--- config.mk ---
export PLATFORM = sky130hd
export DESIGN_NAME = partitioned_next_fit_slot_allocator
export DESIGN_NICKNAME = d
export VERILOG_FILES = /design/src/rtl/pnfsa_pkg.sv /design/src/rtl/pnfsa_find.sv /design/src/rtl/partitioned_next_fit_slot_allocator.sv
export SDC_FILE = /design/constraint.sdc
export NUM_CORES = 2
export LEC_CHECK = 0
export BUFFER_PORTS_ARGS = -buffer_cell sky130_fd_sc_hd__buf_2
export CAP_MARGIN = 10
export CORE_MARGIN = 2
export CORE_UTILIZATION = 50
export CTS_BUF_LIST = sky130_fd_sc_hd__clkbuf_8
export DETAILED_ROUTE_END_ITERATION = 10
export MAX_ROUTING_LAYER = met4
export PLACE_DENSITY = 0.68
export SYNTH_ARGS = -nofsm -noshare
export SYNTH_HDL_FRONTEND = slang
export SYNTH_SLANG_ARGS = --single-unit
--- constraint.sdc ---
create_clock -name clk -period 9.55 [get_ports clk]
set_clock_uncertainty 0.05 [all_clocks]
set_input_delay 0.955 -clock clk [delete_from_list [all_inputs] [get_ports clk]]
set_output_delay 0.955 -clock clk [all_outputs]
set_load 0.05 [all_outputs]
--- src/rtl/pnfsa_pkg.sv ---
// Shared types and constants for the partitioned next-fit slot allocator.
// No dependencies; used by pnfsa_find and the top level.
`default_nettype none

package pnfsa_pkg;

    // Bitmap row geometry: one row holds the used bits of 64 slots.
    localparam int WORD_W     = 64;
    localparam int WORD_SEL_W = 6;

    // Default table geometry.
    localparam int TOTAL_SLOTS_DEF = 2048;
    localparam int LOW_SLOTS_DEF   = 1024;

    // Width of the slot index fields on the ports.
    localparam int SLOT_W = 11;

    // Request opcodes.
    localparam logic OP_ALLOC   = 1'b0;
    localparam logic OP_RELEASE = 1'b1;

    // Response status codes.
    localparam logic [1:0] ST_ALLOC    = 2'd0;
    localparam logic [1:0] ST_FULL     = 2'd1;
    localparam logic [1:0] ST_REL      = 2'd2;
    localparam logic [1:0] ST_REL_FREE = 2'd3;

    // Result of searching one bitmap row for a free slot.
    typedef struct packed {
        logic                  found;
        logic [WORD_SEL_W-1:0] pos;
    } find_res_t;

endpackage

`default_nettype wire

--- src/rtl/pnfsa_find.sv ---
// Shared search unit: finds the lowest free slot of one bitmap row that
// lies inside a window [win_lo, win_hi). Depends on pnfsa_pkg.
`default_nettype none

module pnfsa_find #(
    parameter int ROW_W = 5
) (
    input  wire logic [pnfsa_pkg::WORD_W-1:0]             word,
    input  wire logic [ROW_W-1:0]                         row,
    input  wire logic [ROW_W+pnfsa_pkg::WORD_SEL_W:0]     win_lo,
    input  wire logic [ROW_W+pnfsa_pkg::WORD_SEL_W:0]     win_hi,
    output pnfsa_pkg::find_res_t                          res
);

    localparam int WW  = pnfsa_pkg::WORD_W;
    localparam int WS  = pnfsa_pkg::WORD_SEL_W;
    localparam int BW  = ROW_W + WS + 1;
    localparam int RW1 = ROW_W + 1;

    logic [RW1-1:0] row_x;
    logic [WW-1:0]  lo_mask;
    logic [WW-1:0]  hi_mask;
    logic [WW-1:0]  cand;

    assign row_x = RW1'(row);

    // Only the rows that hold a window edge are trimmed; rows in between
    // are searched in full.
    assign lo_mask = (row_x == win_lo[BW-1:WS]) ? ({WW{1'b1}} << win_lo[WS-1:0])
                                                : {WW{1'b1}};
    assign hi_mask = (row_x == win_hi[BW-1:WS]) ? ((WW'(1) << win_hi[WS-1:0]) - WW'(1))
                                                : {WW{1'b1}};
    assign cand    = ~word & lo_mask & hi_mask;

    always_comb
    begin
        res.found = |cand;
        res.pos   = '0;
        for (int b = WW - 1; b >= 0; b--)
        begin
            if (cand[b])
            begin
                res.pos = WS'(b);
            end
        end
    end

endmodule

`default_nettype wire

--- src/rtl/partitioned_next_fit_slot_allocator.sv ---
// Top level of the partitioned next-fit slot allocator: sequencer, bitmap
// memory, hints and response register. Depends on pnfsa_pkg and pnfsa_find.
`default_nettype none

// The allocator keeps one used bit per slot in a memory of 64-bit rows and
// serves one request at a time; req_ready is high only while it is idle.
// After reset it runs a clearing pass over every bitmap row (32 rows for the
// default table) before it takes its first request. An allocation reads one
// bitmap row per cycle and hands it to a single masked find-first unit,
// wrapping around to the range base when nothing is free from the start slot
// to the range end. A release reads the row of its slot and clears the bit
// if it was set. The response sits in an output register, so the next
// request can be taken while a response beat is still waiting for rsp_ready.
module partitioned_next_fit_slot_allocator #(
    parameter int TOTAL_SLOTS = pnfsa_pkg::TOTAL_SLOTS_DEF,
    parameter int LOW_SLOTS   = pnfsa_pkg::LOW_SLOTS_DEF
) (
    input  wire logic                         clk,
    input  wire logic                         rst_n,
    input  wire logic                         cfg_wr_en,
    input  wire logic                         cfg_wr_data,
    input  wire logic                         req_valid,
    output logic                              req_ready,
    input  wire logic                         opcode,
    input  wire logic                         low_kind,
    input  wire logic [pnfsa_pkg::SLOT_W-1:0] release_slot,
    output logic                              rsp_valid,
    input  wire logic                         rsp_ready,
    output logic [1:0]                        status,
    output logic [pnfsa_pkg::SLOT_W-1:0]      slot
);

    localparam int WW       = pnfsa_pkg::WORD_W;
    localparam int WS       = pnfsa_pkg::WORD_SEL_W;
    localparam int SW       = pnfsa_pkg::SLOT_W;
    localparam int ROWS     = (TOTAL_SLOTS + WW - 1) / WW;
    localparam int ROW_W    = (ROWS > 1) ? $clog2(ROWS) : 1;
    localparam int RW1      = ROW_W + 1;
    localparam int BW       = ROW_W + WS + 1;
    localparam int IDX_W    = $clog2(TOTAL_SLOTS);
    localparam int LOW_END  = (LOW_SLOTS < TOTAL_SLOTS) ? LOW_SLOTS : TOTAL_SLOTS;
    localparam int HIGH_RST = (LOW_SLOTS < TOTAL_SLOTS) ? LOW_SLOTS : 0;

    localparam logic [BW-1:0] LOW_END_B = BW'(LOW_END);
    localparam logic [BW-1:0] TOTAL_B   = BW'(TOTAL_SLOTS);

    localparam logic [2:0] S_CLEAR = 3'd0;
    localparam logic [2:0] S_IDLE  = 3'd1;
    localparam logic [2:0] S_SETUP = 3'd2;
    localparam logic [2:0] S_SCAN  = 3'd3;
    localparam logic [2:0] S_MARK  = 3'd4;
    localparam logic [2:0] S_REL   = 3'd5;
    localparam logic [2:0] S_RESP  = 3'd6;

    // Control state
    logic [2:0]       state_reg, state_next;
    logic             server_mode_reg, server_mode_next;
    logic [IDX_W-1:0] low_hint_reg, low_hint_next;
    logic [IDX_W-1:0] high_hint_reg, high_hint_next;
    logic [RW1-1:0]   row_reg, row_next;
    logic             phase_reg, phase_next;
    logic             chk_valid_reg, chk_valid_next;
    logic             rsp_valid_reg, rsp_valid_next;

    // Payload state
    logic             op_reg, op_next;
    logic             low_kind_reg, low_kind_next;
    logic [SW-1:0]    rel_reg, rel_next;
    logic             use_low_reg, use_low_next;
    logic [BW-1:0]    lo_reg, lo_next;
    logic [BW-1:0]    hi_reg, hi_next;
    logic [BW-1:0]    s_reg, s_next;
    logic [BW-1:0]    win_lo_reg, win_lo_next;
    logic [BW-1:0]    win_hi_reg, win_hi_next;
    logic [RW1-1:0]   last_row_reg, last_row_next;
    logic [ROW_W-1:0] chk_row_reg, chk_row_next;
    logic [BW-1:0]    found_reg, found_next;
    logic [1:0]       res_status_reg, res_status_next;
    logic [SW-1:0]    res_slot_reg, res_slot_next;
    logic [1:0]       rsp_status_reg, rsp_status_next;
    logic [SW-1:0]    rsp_slot_reg, rsp_slot_next;
    logic [WW-1:0]    rd_word_reg;

    // Bitmap memory
    logic [WW-1:0]    bitmap_mem [ROWS];
    logic             mem_we;
    logic [ROW_W-1:0] mem_wa;
    logic [WW-1:0]    mem_wd;
    logic [ROW_W-1:0] mem_ra;

    // Request decode
    logic             use_low_c;
    logic [BW-1:0]    lo_c;
    logic [BW-1:0]    hi_c;
    logic [BW-1:0]    hint_c;
    logic [BW-1:0]    start_c;
    logic [BW-1:0]    hi_m1_c;
    logic [BW-1:0]    s_m1_c;
    logic [BW-1:0]    hint_inc_c;
    logic [BW-1:0]    hint_new_c;
    logic [BW-1:0]    rel_pos_c;
    logic             rel_in_c;
    logic             rel_bit_c;
    logic             issue_done_c;

    pnfsa_pkg::find_res_t fres;

    pnfsa_find #(
        .ROW_W (ROW_W)
    ) u_find (
        .word   (rd_word_reg),
        .row    (chk_row_reg),
        .win_lo (win_lo_reg),
        .win_hi (win_hi_reg),
        .res    (fres)
    );

    assign req_ready = (state_reg == S_IDLE);
    assign rsp_valid = rsp_valid_reg;
    assign status    = rsp_status_reg;
    assign slot      = rsp_slot_reg;

    assign use_low_c  = server_mode_reg & low_kind_reg;
    assign lo_c       = (server_mode_reg && !low_kind_reg) ? LOW_END_B : '0;
    assign hi_c       = use_low_c ? LOW_END_B : TOTAL_B;
    assign hint_c     = use_low_c ? BW'(low_hint_reg) : BW'(high_hint_reg);
    // A hint left outside its range by a mode change restarts at the range base.
    assign start_c    = ((hint_c < lo_c) || (hint_c >= hi_c)) ? lo_c : hint_c;
    assign hi_m1_c    = hi_c - BW'(1);
    assign s_m1_c     = s_reg - BW'(1);
    assign hint_inc_c = found_reg + BW'(1);
    assign hint_new_c = (hint_inc_c >= hi_reg) ? lo_reg : hint_inc_c;
    assign rel_pos_c  = BW'(rel_reg);
    assign rel_in_c   = (32'(rel_reg) < 32'(TOTAL_SLOTS));
    assign rel_bit_c  = rd_word_reg[rel_pos_c[WS-1:0]];
    assign issue_done_c = (row_reg > last_row_reg);

    always_comb
    begin
        state_next       = state_reg;
        server_mode_next = cfg_wr_en ? cfg_wr_data : server_mode_reg;
        low_hint_next    = low_hint_reg;
        high_hint_next   = high_hint_reg;
        row_next         = row_reg;
        phase_next       = phase_reg;
        chk_valid_next   = 1'b0;
        rsp_valid_next   = rsp_valid_reg && !rsp_ready;
        op_next          = op_reg;
        low_kind_next    = low_kind_reg;
        rel_next         = rel_reg;
        use_low_next     = use_low_reg;
        lo_next          = lo_reg;
        hi_next          = hi_reg;
        s_next           = s_reg;
        win_lo_next      = win_lo_reg;
        win_hi_next      = win_hi_reg;
        last_row_next    = last_row_reg;
        chk_row_next     = row_reg[ROW_W-1:0];
        found_next       = found_reg;
        res_status_next  = res_status_reg;
        res_slot_next    = res_slot_reg;
        rsp_status_next  = rsp_status_reg;
        rsp_slot_next    = rsp_slot_reg;
        mem_we           = 1'b0;
        mem_wa           = chk_row_reg;
        mem_wd           = rd_word_reg;
        mem_ra           = row_reg[ROW_W-1:0];

        case (state_reg)
            S_CLEAR:
            begin
                mem_we = 1'b1;
                mem_wa = row_reg[ROW_W-1:0];
                mem_wd = '0;
                if (row_reg == RW1'(ROWS - 1))
                begin
                    row_next   = '0;
                    state_next = S_IDLE;
                end
                else
                begin
                    row_next = row_reg + RW1'(1);
                end
            end

            S_IDLE:
            begin
                if (req_valid)
                begin
                    op_next       = opcode;
                    low_kind_next = low_kind;
                    rel_next      = release_slot;
                    state_next    = S_SETUP;
                end
            end

            S_SETUP:
            begin
                use_low_next = use_low_c;
                lo_next      = lo_c;
                hi_next      = hi_c;
                s_next       = start_c;
                if (op_reg == pnfsa_pkg::OP_RELEASE)
                begin
                    res_slot_next = rel_reg;
                    if (rel_in_c)
                    begin
                        mem_ra     = rel_pos_c[WS +: ROW_W];
                        state_next = S_REL;
                    end
                    else
                    begin
                        res_status_next = pnfsa_pkg::ST_REL_FREE;
                        state_next      = S_RESP;
                    end
                end
                else if (hi_c <= lo_c)
                begin
                    res_status_next = pnfsa_pkg::ST_FULL;
                    res_slot_next   = '0;
                    state_next      = S_RESP;
                end
                else
                begin
                    // First pass: from the start slot up to the range end.
                    win_lo_next   = start_c;
                    win_hi_next   = hi_c;
                    row_next      = start_c[BW-1:WS];
                    last_row_next = hi_m1_c[BW-1:WS];
                    phase_next    = 1'b0;
                    state_next    = S_SCAN;
                end
            end

            S_SCAN:
            begin
                // Reads are issued one row ahead of the row being checked.
                if (!issue_done_c)
                begin
                    chk_valid_next = 1'b1;
                    row_next       = row_reg + RW1'(1);
                end
                if (chk_valid_reg && fres.found)
                begin
                    mem_we         = 1'b1;
                    mem_wa         = chk_row_reg;
                    mem_wd         = rd_word_reg | (WW'(1) << fres.pos);
                    found_next     = BW'({chk_row_reg, fres.pos});
                    chk_valid_next = 1'b0;
                    state_next     = S_MARK;
                end
                else if (!chk_valid_reg && issue_done_c)
                begin
                    if (!phase_reg && (s_reg != lo_reg))
                    begin
                        // Wrap around: from the range base up to the start slot.
                        phase_next    = 1'b1;
                        win_lo_next   = lo_reg;
                        win_hi_next   = s_reg;
                        row_next      = lo_reg[BW-1:WS];
                        last_row_next = s_m1_c[BW-1:WS];
                    end
                    else
                    begin
                        res_status_next = pnfsa_pkg::ST_FULL;
                        res_slot_next   = '0;
                        state_next      = S_RESP;
                    end
                end
            end

            S_MARK:
            begin
                if (use_low_reg)
                begin
                    low_hint_next = IDX_W'(hint_new_c);
                end
                else
                begin
                    high_hint_next = IDX_W'(hint_new_c);
                end
                res_status_next = pnfsa_pkg::ST_ALLOC;
                res_slot_next   = SW'(found_reg);
                state_next      = S_RESP;
            end

            S_REL:
            begin
                mem_wa = rel_pos_c[WS +: ROW_W];
                if (rel_bit_c)
                begin
                    mem_we          = 1'b1;
                    mem_wd          = rd_word_reg & ~(WW'(1) << rel_pos_c[WS-1:0]);
                    res_status_next = pnfsa_pkg::ST_REL;
                end
                else
                begin
                    res_status_next = pnfsa_pkg::ST_REL_FREE;
                end
                state_next = S_RESP;
            end

            S_RESP:
            begin
                if (!rsp_valid_reg || rsp_ready)
                begin
                    rsp_valid_next  = 1'b1;
                    rsp_status_next = res_status_reg;
                    rsp_slot_next   = res_slot_reg;
                    state_next      = S_IDLE;
                end
            end

            default:
            begin
                state_next = S_IDLE;
            end
        endcase
    end

    always_ff @(posedge clk or negedge rst_n)
    begin
        if (!rst_n)
        begin
            state_reg       <= S_CLEAR;
            server_mode_reg <= 1'b0;
            low_hint_reg    <= '0;
            high_hint_reg   <= IDX_W'(HIGH_RST);
            row_reg         <= '0;
            phase_reg       <= 1'b0;
            chk_valid_reg   <= 1'b0;
            rsp_valid_reg   <= 1'b0;
        end
        else
        begin
            state_reg       <= state_next;
            server_mode_reg <= server_mode_next;
            low_hint_reg    <= low_hint_next;
            high_hint_reg   <= high_hint_next;
            row_reg         <= row_next;
            phase_reg       <= phase_next;
            chk_valid_reg   <= chk_valid_next;
            rsp_valid_reg   <= rsp_valid_next;
        end
    end

    always_ff @(posedge clk)
    begin
        op_reg         <= op_next;
        low_kind_reg   <= low_kind_next;
        rel_reg        <= rel_next;
        use_low_reg    <= use_low_next;
        lo_reg         <= lo_next;
        hi_reg         <= hi_next;
        s_reg          <= s_next;
        win_lo_reg     <= win_lo_next;
        win_hi_reg     <= win_hi_next;
        last_row_reg   <= last_row_next;
        chk_row_reg    <= chk_row_next;
        found_reg      <= found_next;
        res_status_reg <= res_status_next;
        res_slot_reg   <= res_slot_next;
        rsp_status_reg <= rsp_status_next;
        rsp_slot_reg   <= rsp_slot_next;
    end

    always_ff @(posedge clk)
    begin
        if (mem_we)
        begin
            bitmap_mem[mem_wa] <= mem_wd;
        end
        rd_word_reg <= bitmap_mem[mem_ra];
    end

`ifndef ASSERT_OFF
    // The slot that was just marked lies inside the searched range.
    assert property (@(posedge clk) disable iff (!rst_n)
        (state_reg == S_MARK) |-> ((found_reg >= lo_reg) && (found_reg < hi_reg)))
        else $error("allocated slot outside its range");

    // Both hints always stay below the end of the slot range they serve.
    assert property (@(posedge clk) disable iff (!rst_n)
        (BW'(low_hint_reg) < LOW_END_B) && (BW'(high_hint_reg) < TOTAL_B))
        else $error("rotating hint out of range");

    // A row is only checked after a read was issued for it during the scan.
    assert property (@(posedge clk) disable iff (!rst_n)
        chk_valid_reg |-> ($past(state_reg) == S_SCAN))
        else $error("row checked without a scan read");

    // A finished result waits while the previous response beat is stalled.
    assert property (@(posedge clk) disable iff (!rst_n)
        ((state_reg == S_RESP) && rsp_valid_reg && !rsp_ready) |=> (state_reg == S_RESP))
        else $error("response overwritten while stalled");
`endif

endmodule

`default_nettype wire

; ---- Yosys cells after proc, flatten, opt, wreduce, memory -nomap -nowiden
; Memories as Yosys holds them, arrays and structs flattened. A register that Yosys moved wholly into a read port is not among the register bits.
; Index checks and enable logic that the tools add are counted.
[word_totals]
reg_bits = 156
mem_bits_rw = 2048
wordCells = 243
mem_count = 1
[classes]
addsub = 5
magnitude_cmp = 6
eq_ne = 23
shift = 4
n_mux = 143
n_bitwise = 8
reduce_logical = 29
[memory_table]
columns = memory, depth, width, rd, rd_clocked_by_memory_dff, write_ports, line
row1 = bitmap_mem, 32, 64, 1, 1, 1, partitioned_next_fit_slot_allocator.sv:85  ; logic [WW-1:0] bitmap_mem [ROWS];
[op_table]
columns = op, n
row1 = 6-bit two-way mux, 76
row2 = 64-bit two-way mux, 4
row3 = 64-bit bitwise AND, 3
row4 = 64-bit one-hot mux with 3 select lines, 1
row5 = "1-bit by 6-bit << shifter with 64-bit output, first input constant", 3
row6 = 12-bit two-way mux, 11
row7 = 64-bit inverter, 2
row8 = 11-bit two-way mux, 9
row9 = 64-bit bitwise OR, 1
row10 = 64-bit OR reduction, 1
row11 = "64-bit by 6-bit << shifter with 64-bit output, first input constant", 1
row12 = "64-bit by 1-bit subtractor with 64-bit output, second input constant", 1
row13 = 12-bit one-hot mux with 2 select lines, 2
row14 = 11-bit one-hot mux with 3 select lines, 1
row15 = 3-bit two-way mux, 8
row16 = "12-bit by 1-bit subtractor with 12-bit output, second input constant", 2
row17 = "2-bit != test, second input constant", 10
row18 = 3-bit one-hot mux with 6 select lines, 1
row19 = 6-bit one-hot mux with 3 select lines, 1
row20 = 1-bit two-way mux, 16
row21 = "11-bit by 1-bit adder with 12-bit output, second input constant", 1
row22 = 5-bit by 6-bit equality test with 1-bit output, 2
row23 = 11-bit by 12-bit >= comparator with 1-bit output, 1
row24 = 12-bit >= comparator, 1
row25 = other kinds (33), 59

; ---- Depth between registers and ports, before layout
[depth]
depth_word = 72
ltp_mapped = 21
depth_no_buf = 15

; ---- By module
; A second synthesis with hierarchy kept.
[hier_totals]
cells_unflattened = 6983
area_unflattened_um2 = 92468.7
[modules_own_cells]
columns = mod, n_inst, cells_each, area_each_um2
row1 = partitioned_next_fit_slot_allocator, 1, 6376, 88857.7
row2 = pnfsa_find, 1, 607, 3611.0

; ---- Least setup slack after synthesis
; No wires, ideal clock.
[synth_path]
path_type = reg-to-reg
from = register win_hi_reg[1]
to = memory bitmap_mem[16][0] (netlist bit), enable pin
setup_time_ps = 487
arrival_time_ps = 6440
setup_slack_ps = 2573
path_stages_with_launch = 19
period_less_slack_ps = 6977
cell_sequence = edfxtp_1 > buf_2 > buf_4 > clkbuf_1 > or2_2 > nor2_1 > inv_1 > ha_1 > o21ai_4 > or4_1 > buf_2 > a311o_1 > o22ai_1 > nor4_1 > nand2b_1 > o41ai_2 > o211ai_1 > nand3_1 > nor2_1
[synth_between]
elab_chain_len = 10
[synth_lines]
columns = item, line
row1 = from (decl), partitioned_next_fit_slot_allocator.sv:74  ; logic [BW-1:0] win_hi_reg, win_hi_next;
row2 = from (signal assigned), partitioned_next_fit_slot_allocator.sv:357  ; win_hi_reg <= win_hi_next;
row3 = 1-bit by 6-bit << shifter with 64-bit output, pnfsa_find.sv:31  ; assign hi_mask = (row_x == win_hi[BW-1:WS]) ? ((WW'(1) << win_hi[WS-1:0]) - WW'(1))
row4 = 64-bit by 1-bit subtractor with 64-bit output, pnfsa_find.sv:31
row5 = 64-bit two-way mux, pnfsa_find.sv:31
row6 = 64-bit bitwise AND, pnfsa_find.sv:33  ; assign cand = ~word & lo_mask & hi_mask;
row7 = 64-bit OR reduction, pnfsa_find.sv:37  ; res.found = |cand;
row8 = 1-bit logical AND, partitioned_next_fit_slot_allocator.sv:243  ; if (chk_valid_reg && fres.found)
row9 = 1-bit two-way mux, partitioned_next_fit_slot_allocator.sv:243
row10 = 1-bit one-hot mux with 3 select lines, partitioned_next_fit_slot_allocator.sv:169  ; case (state_reg)
row11 = 1-bit two-way mux, partitioned_next_fit_slot_allocator.sv:369  ; if (mem_we)
row12 = 1-bit two-way mux (not written as such), partitioned_next_fit_slot_allocator.sv:371  ; bitmap_mem[mem_wa] <= mem_wd;
row13 = to (decl), partitioned_next_fit_slot_allocator.sv:85
; No other way between the ends.

; ---- Worst setup path after layout
[layout_path]
from = register win_hi_reg[0]
to = memory bitmap_mem[4][37] (netlist bit), enable pin
; Same word-level chain as after synthesis.

==> results.yml <==
clock_network:
  cts_setup_buffers: 0
  cts_tree: "done"
  htree_num_levels: 5
  clkSinkCount: 2245
  insertion_delay_ns: 1.11
  clk_pin_slew_ns: 0.06
  clockRootBuffer: "clkbuf_8"
  clk_path_buf_depth: 4
  cts_buffers: 373
cells_and_area:
  drive_above_1_share_pct: 10.6
  nets: 7743
  seq_area_sq_mm: 0.0666
  largest_reg_flops: 2048
  multi_input_area_sq_mm: 0.0260
  area_growth_pct: 11.1
  final_cell_mix: "nand2_1 (2300), edfxtp_1 (2141), nand3_1 (559)"
  fin_util_pct: 55.9
  final_common_cell: "nand2_1"
  fillers: 15163
grt:
  grt_pass1_vias: 63405
  grt_pass1_wl_mm: 430
  grt_max_degree: 174
  grt.busiest_layer: "met2"
  met2_usage_pct: 47.1
  overflow: 0
  track_usage_pct: 31.3
  antenna_found_initial: 13
  use_met3_pct: 7.20
  grt_util_met1_pct: 40.8
setup_path:
  end_kind: "flip-flop"
  critical_path_class: "flip-flop to flip-flop"
  crit_arrival_ns: 8.46
  cp_max_fo: 46
  critical_path.max_stage_delay_ns: 1.07
  reg2reg_slack_ns: 1.65
  cp_common_cell: "or4_1"
  critical_path.cell_chain: "or4_1, nor2_1, inv_1, ha_1, o21ai_4, or4_1, a311o_1, o22ai_1, nor4_1, nand2b_1, o41ai_2, o211ai_1, nand3_1, nor2_4, buf_4"
  critPathLaunchType: "flip-flop"
  rr_worst_depth: 15
  cp_slowest_cell: "nor2_4"
  crit_required_ns: 10.11
placement:
  gp_congestion: 0.969
  portBuffers: 33
  dp.final_hpwl_mm: 163
floorplan:
  num_rows: 159
  fp.dieH_microns: 438
  io_pins: 34
  dieArea_sq_mm: 0.192
  start_util_pct: 50.3
  core_sq_mm: 0.187
  die_width_microns: 438
routing:
  num_vias: 66797
  wl_mm: 296
  first_pass_iters: 9
  antenna_left: 0
  via_per_inst: 6.35
  drt_iter0_markers: 8616
  routedWlPerCell_microns: 28.2
  drc: 3
synth:
  synth_edf_count: 2141
  synthCells: 7664
  syn_area_sq_mm: 0.0942
  ys_ff_latch: 2245
  ys.flop_type: "edfxtp_1"
  syn_avg_cell_area_sq_um: 12.3
  async_reset_ff_share_pct: 1.56
  ys_seq_area_share_pct: 70.6
  synth_cell_types: 100
  ys_warn_count: 0
  syn_nets: 7696
sta:
  rsz0062_at_grt: "false"
  hold_viol: 0
  slew_violations: 0
  slew-limit-headroom_pct: 17.1
  hold_ws_ns: 0.108
  fin_tns_setup_ns: 0
  fin_crit_ns: 7.90
  tightest_slew_ns: 1.24
  finalSetupViolations: 0
  period_share_pct: 82.7
  fmax_mhz: 127
hold_path:
  hp-class: "primary input to flip-flop"
  min_path_cells: 3
pwr:
  p_seq_share_pct: 39.6
  swShare_pct: 42.0
  powerDensity_mw_per_mm2: 357
  p_comb_share_pct: 39.6
  power_frac_clock_pct: 20.8
  internal-power_w: 0.0217
  p_switching_w: 0.0157
  p_leak_nw: 36.7
  power_w: 0.0374
  ir_drop_uv: 443
run:
  drv_cap: 0
run_status:
  violations: "DRC"
  outcome: "finished, violations left"
## Yosys cell counts (35+ instances only)
library cell / n / area, sq um
nand3_1: 559 / 2800
nor2_1: 140 / 526
inv_1: 35 / 131
buf_1: 45 / 169
and3_1: 280 / 1750
a21oi_1: 150 / 751
o31ai_1: 69 / 518
o21ai_0: 188 / 941
a31oi_1: 122 / 763
edfxtp_1: 2141 / 64300
clkbuf_1: 481 / 1810
dfxtp_1: 69 / 1380
a311oi_1: 432 / 3780
a21o_1: 43 / 323
nand2_1: 2300 / 8630
nor3_1: 45 / 225
## final timing paths
check	start	end
min reg2reg	res_slot_reg[1]	slot[1]
min in group asynchronous	rst_n	rsp_valid
min	cfg_wr_data	server_mode_reg
max reg2reg	win_hi_reg[0]	bitmap_mem[4][37]
max	win_hi_reg[0]	bitmap_mem[4][37]
max in group asynchronous	rst_n	high_hint_reg[9]
## logic make-up (layout without fill, tap and decap cells)
group                    after synthesis  after routing  synth area share [%]
XOR/XNOR                              33             33                 0.315
other                                  0             23                     0
multiplexers                          47             47                 0.776
adder cells (fa/ha/maj)               13             13                 0.173
buffers and inverters                590            921                  2.41
AO/OA/AOI/OAI                       1210           1210                  9.36
flip-flops                          2245           2245                  70.6
AND/OR/NAND/NOR                     3526           3526                  16.3
## metal layers
| layer | part of all wire (%) | up-vias | routed length (microns) |
|---|---|---|---|
| met1 | 38 | 33151 | 113000 |
| met3 | 11 | 769 | 32300 |
| met4 | 4.4 | 0 | 13100 |
| li1 | - | 28756 | - |
| met5 | 0 | - | 0 |
| met2 | 46 | 4121 | 138000 |
## area by class of cell
cell class | instances | share of cell area, %
clock buffers | 407 | 5.35
repair buffers | 226 | 1.94
diodes | 23 | 0.0550
flip-flops and latches | 2245 | 63.6
inverters | 36 | 0.129
multi-input cells | 4829 | 24.9
well taps | 2495 | 2.98
clock inverters | 252 | 1.10
## stage by stage
stage	cells	instance area (sq um)	setup WS [ns]
after floorplan	7664	94200	2.57
after global placement	9809	97600	1.93
after detailed placement	9810	97600	1.93
after CTS	10484	105000	1.80
after global routing	10506	105000	1.44
final	10513	105000	1.65
## repair_timing
| item | CTS | global route |
|---|---|---|
| setup endpoints to repair | 0 | 0 |
| hold buffers | 15 | 0 |
| hold endpoints to repair | 48 | 0 |
| gates resized for setup | 0 | 0 |
## worst max-delay path: cells and delay by family (launching register included)
family                   cells  cell delay (ns)
flip-flops                   1             0.81
adder cells (fa/ha/maj)      1             0.29
AO/OA/AOI/OAI                5             1.58
AND/OR/NAND/NOR              7             3.58
buffers and inverters        2             1.06
## power groups by stage
| stage | clock network [W] | logic [W] | registers (W) |
|---|---|---|---|
| final | 0.00780 | 0.0148 | 0.0148 |
| after global routing | 0.00828 | 0.0159 | 0.0148 |
| after CTS | 0.00788 | 0.0145 | 0.0147 |
| after detailed placement | 0 | 0.0144 | 0.0149 |
| after global placement | 0 | 0.0142 | 0.0149 |
| after floorplan | 0 | 0.00920 | 0.0144 |
Note: power is estimated with default switching activity, not from simulation.
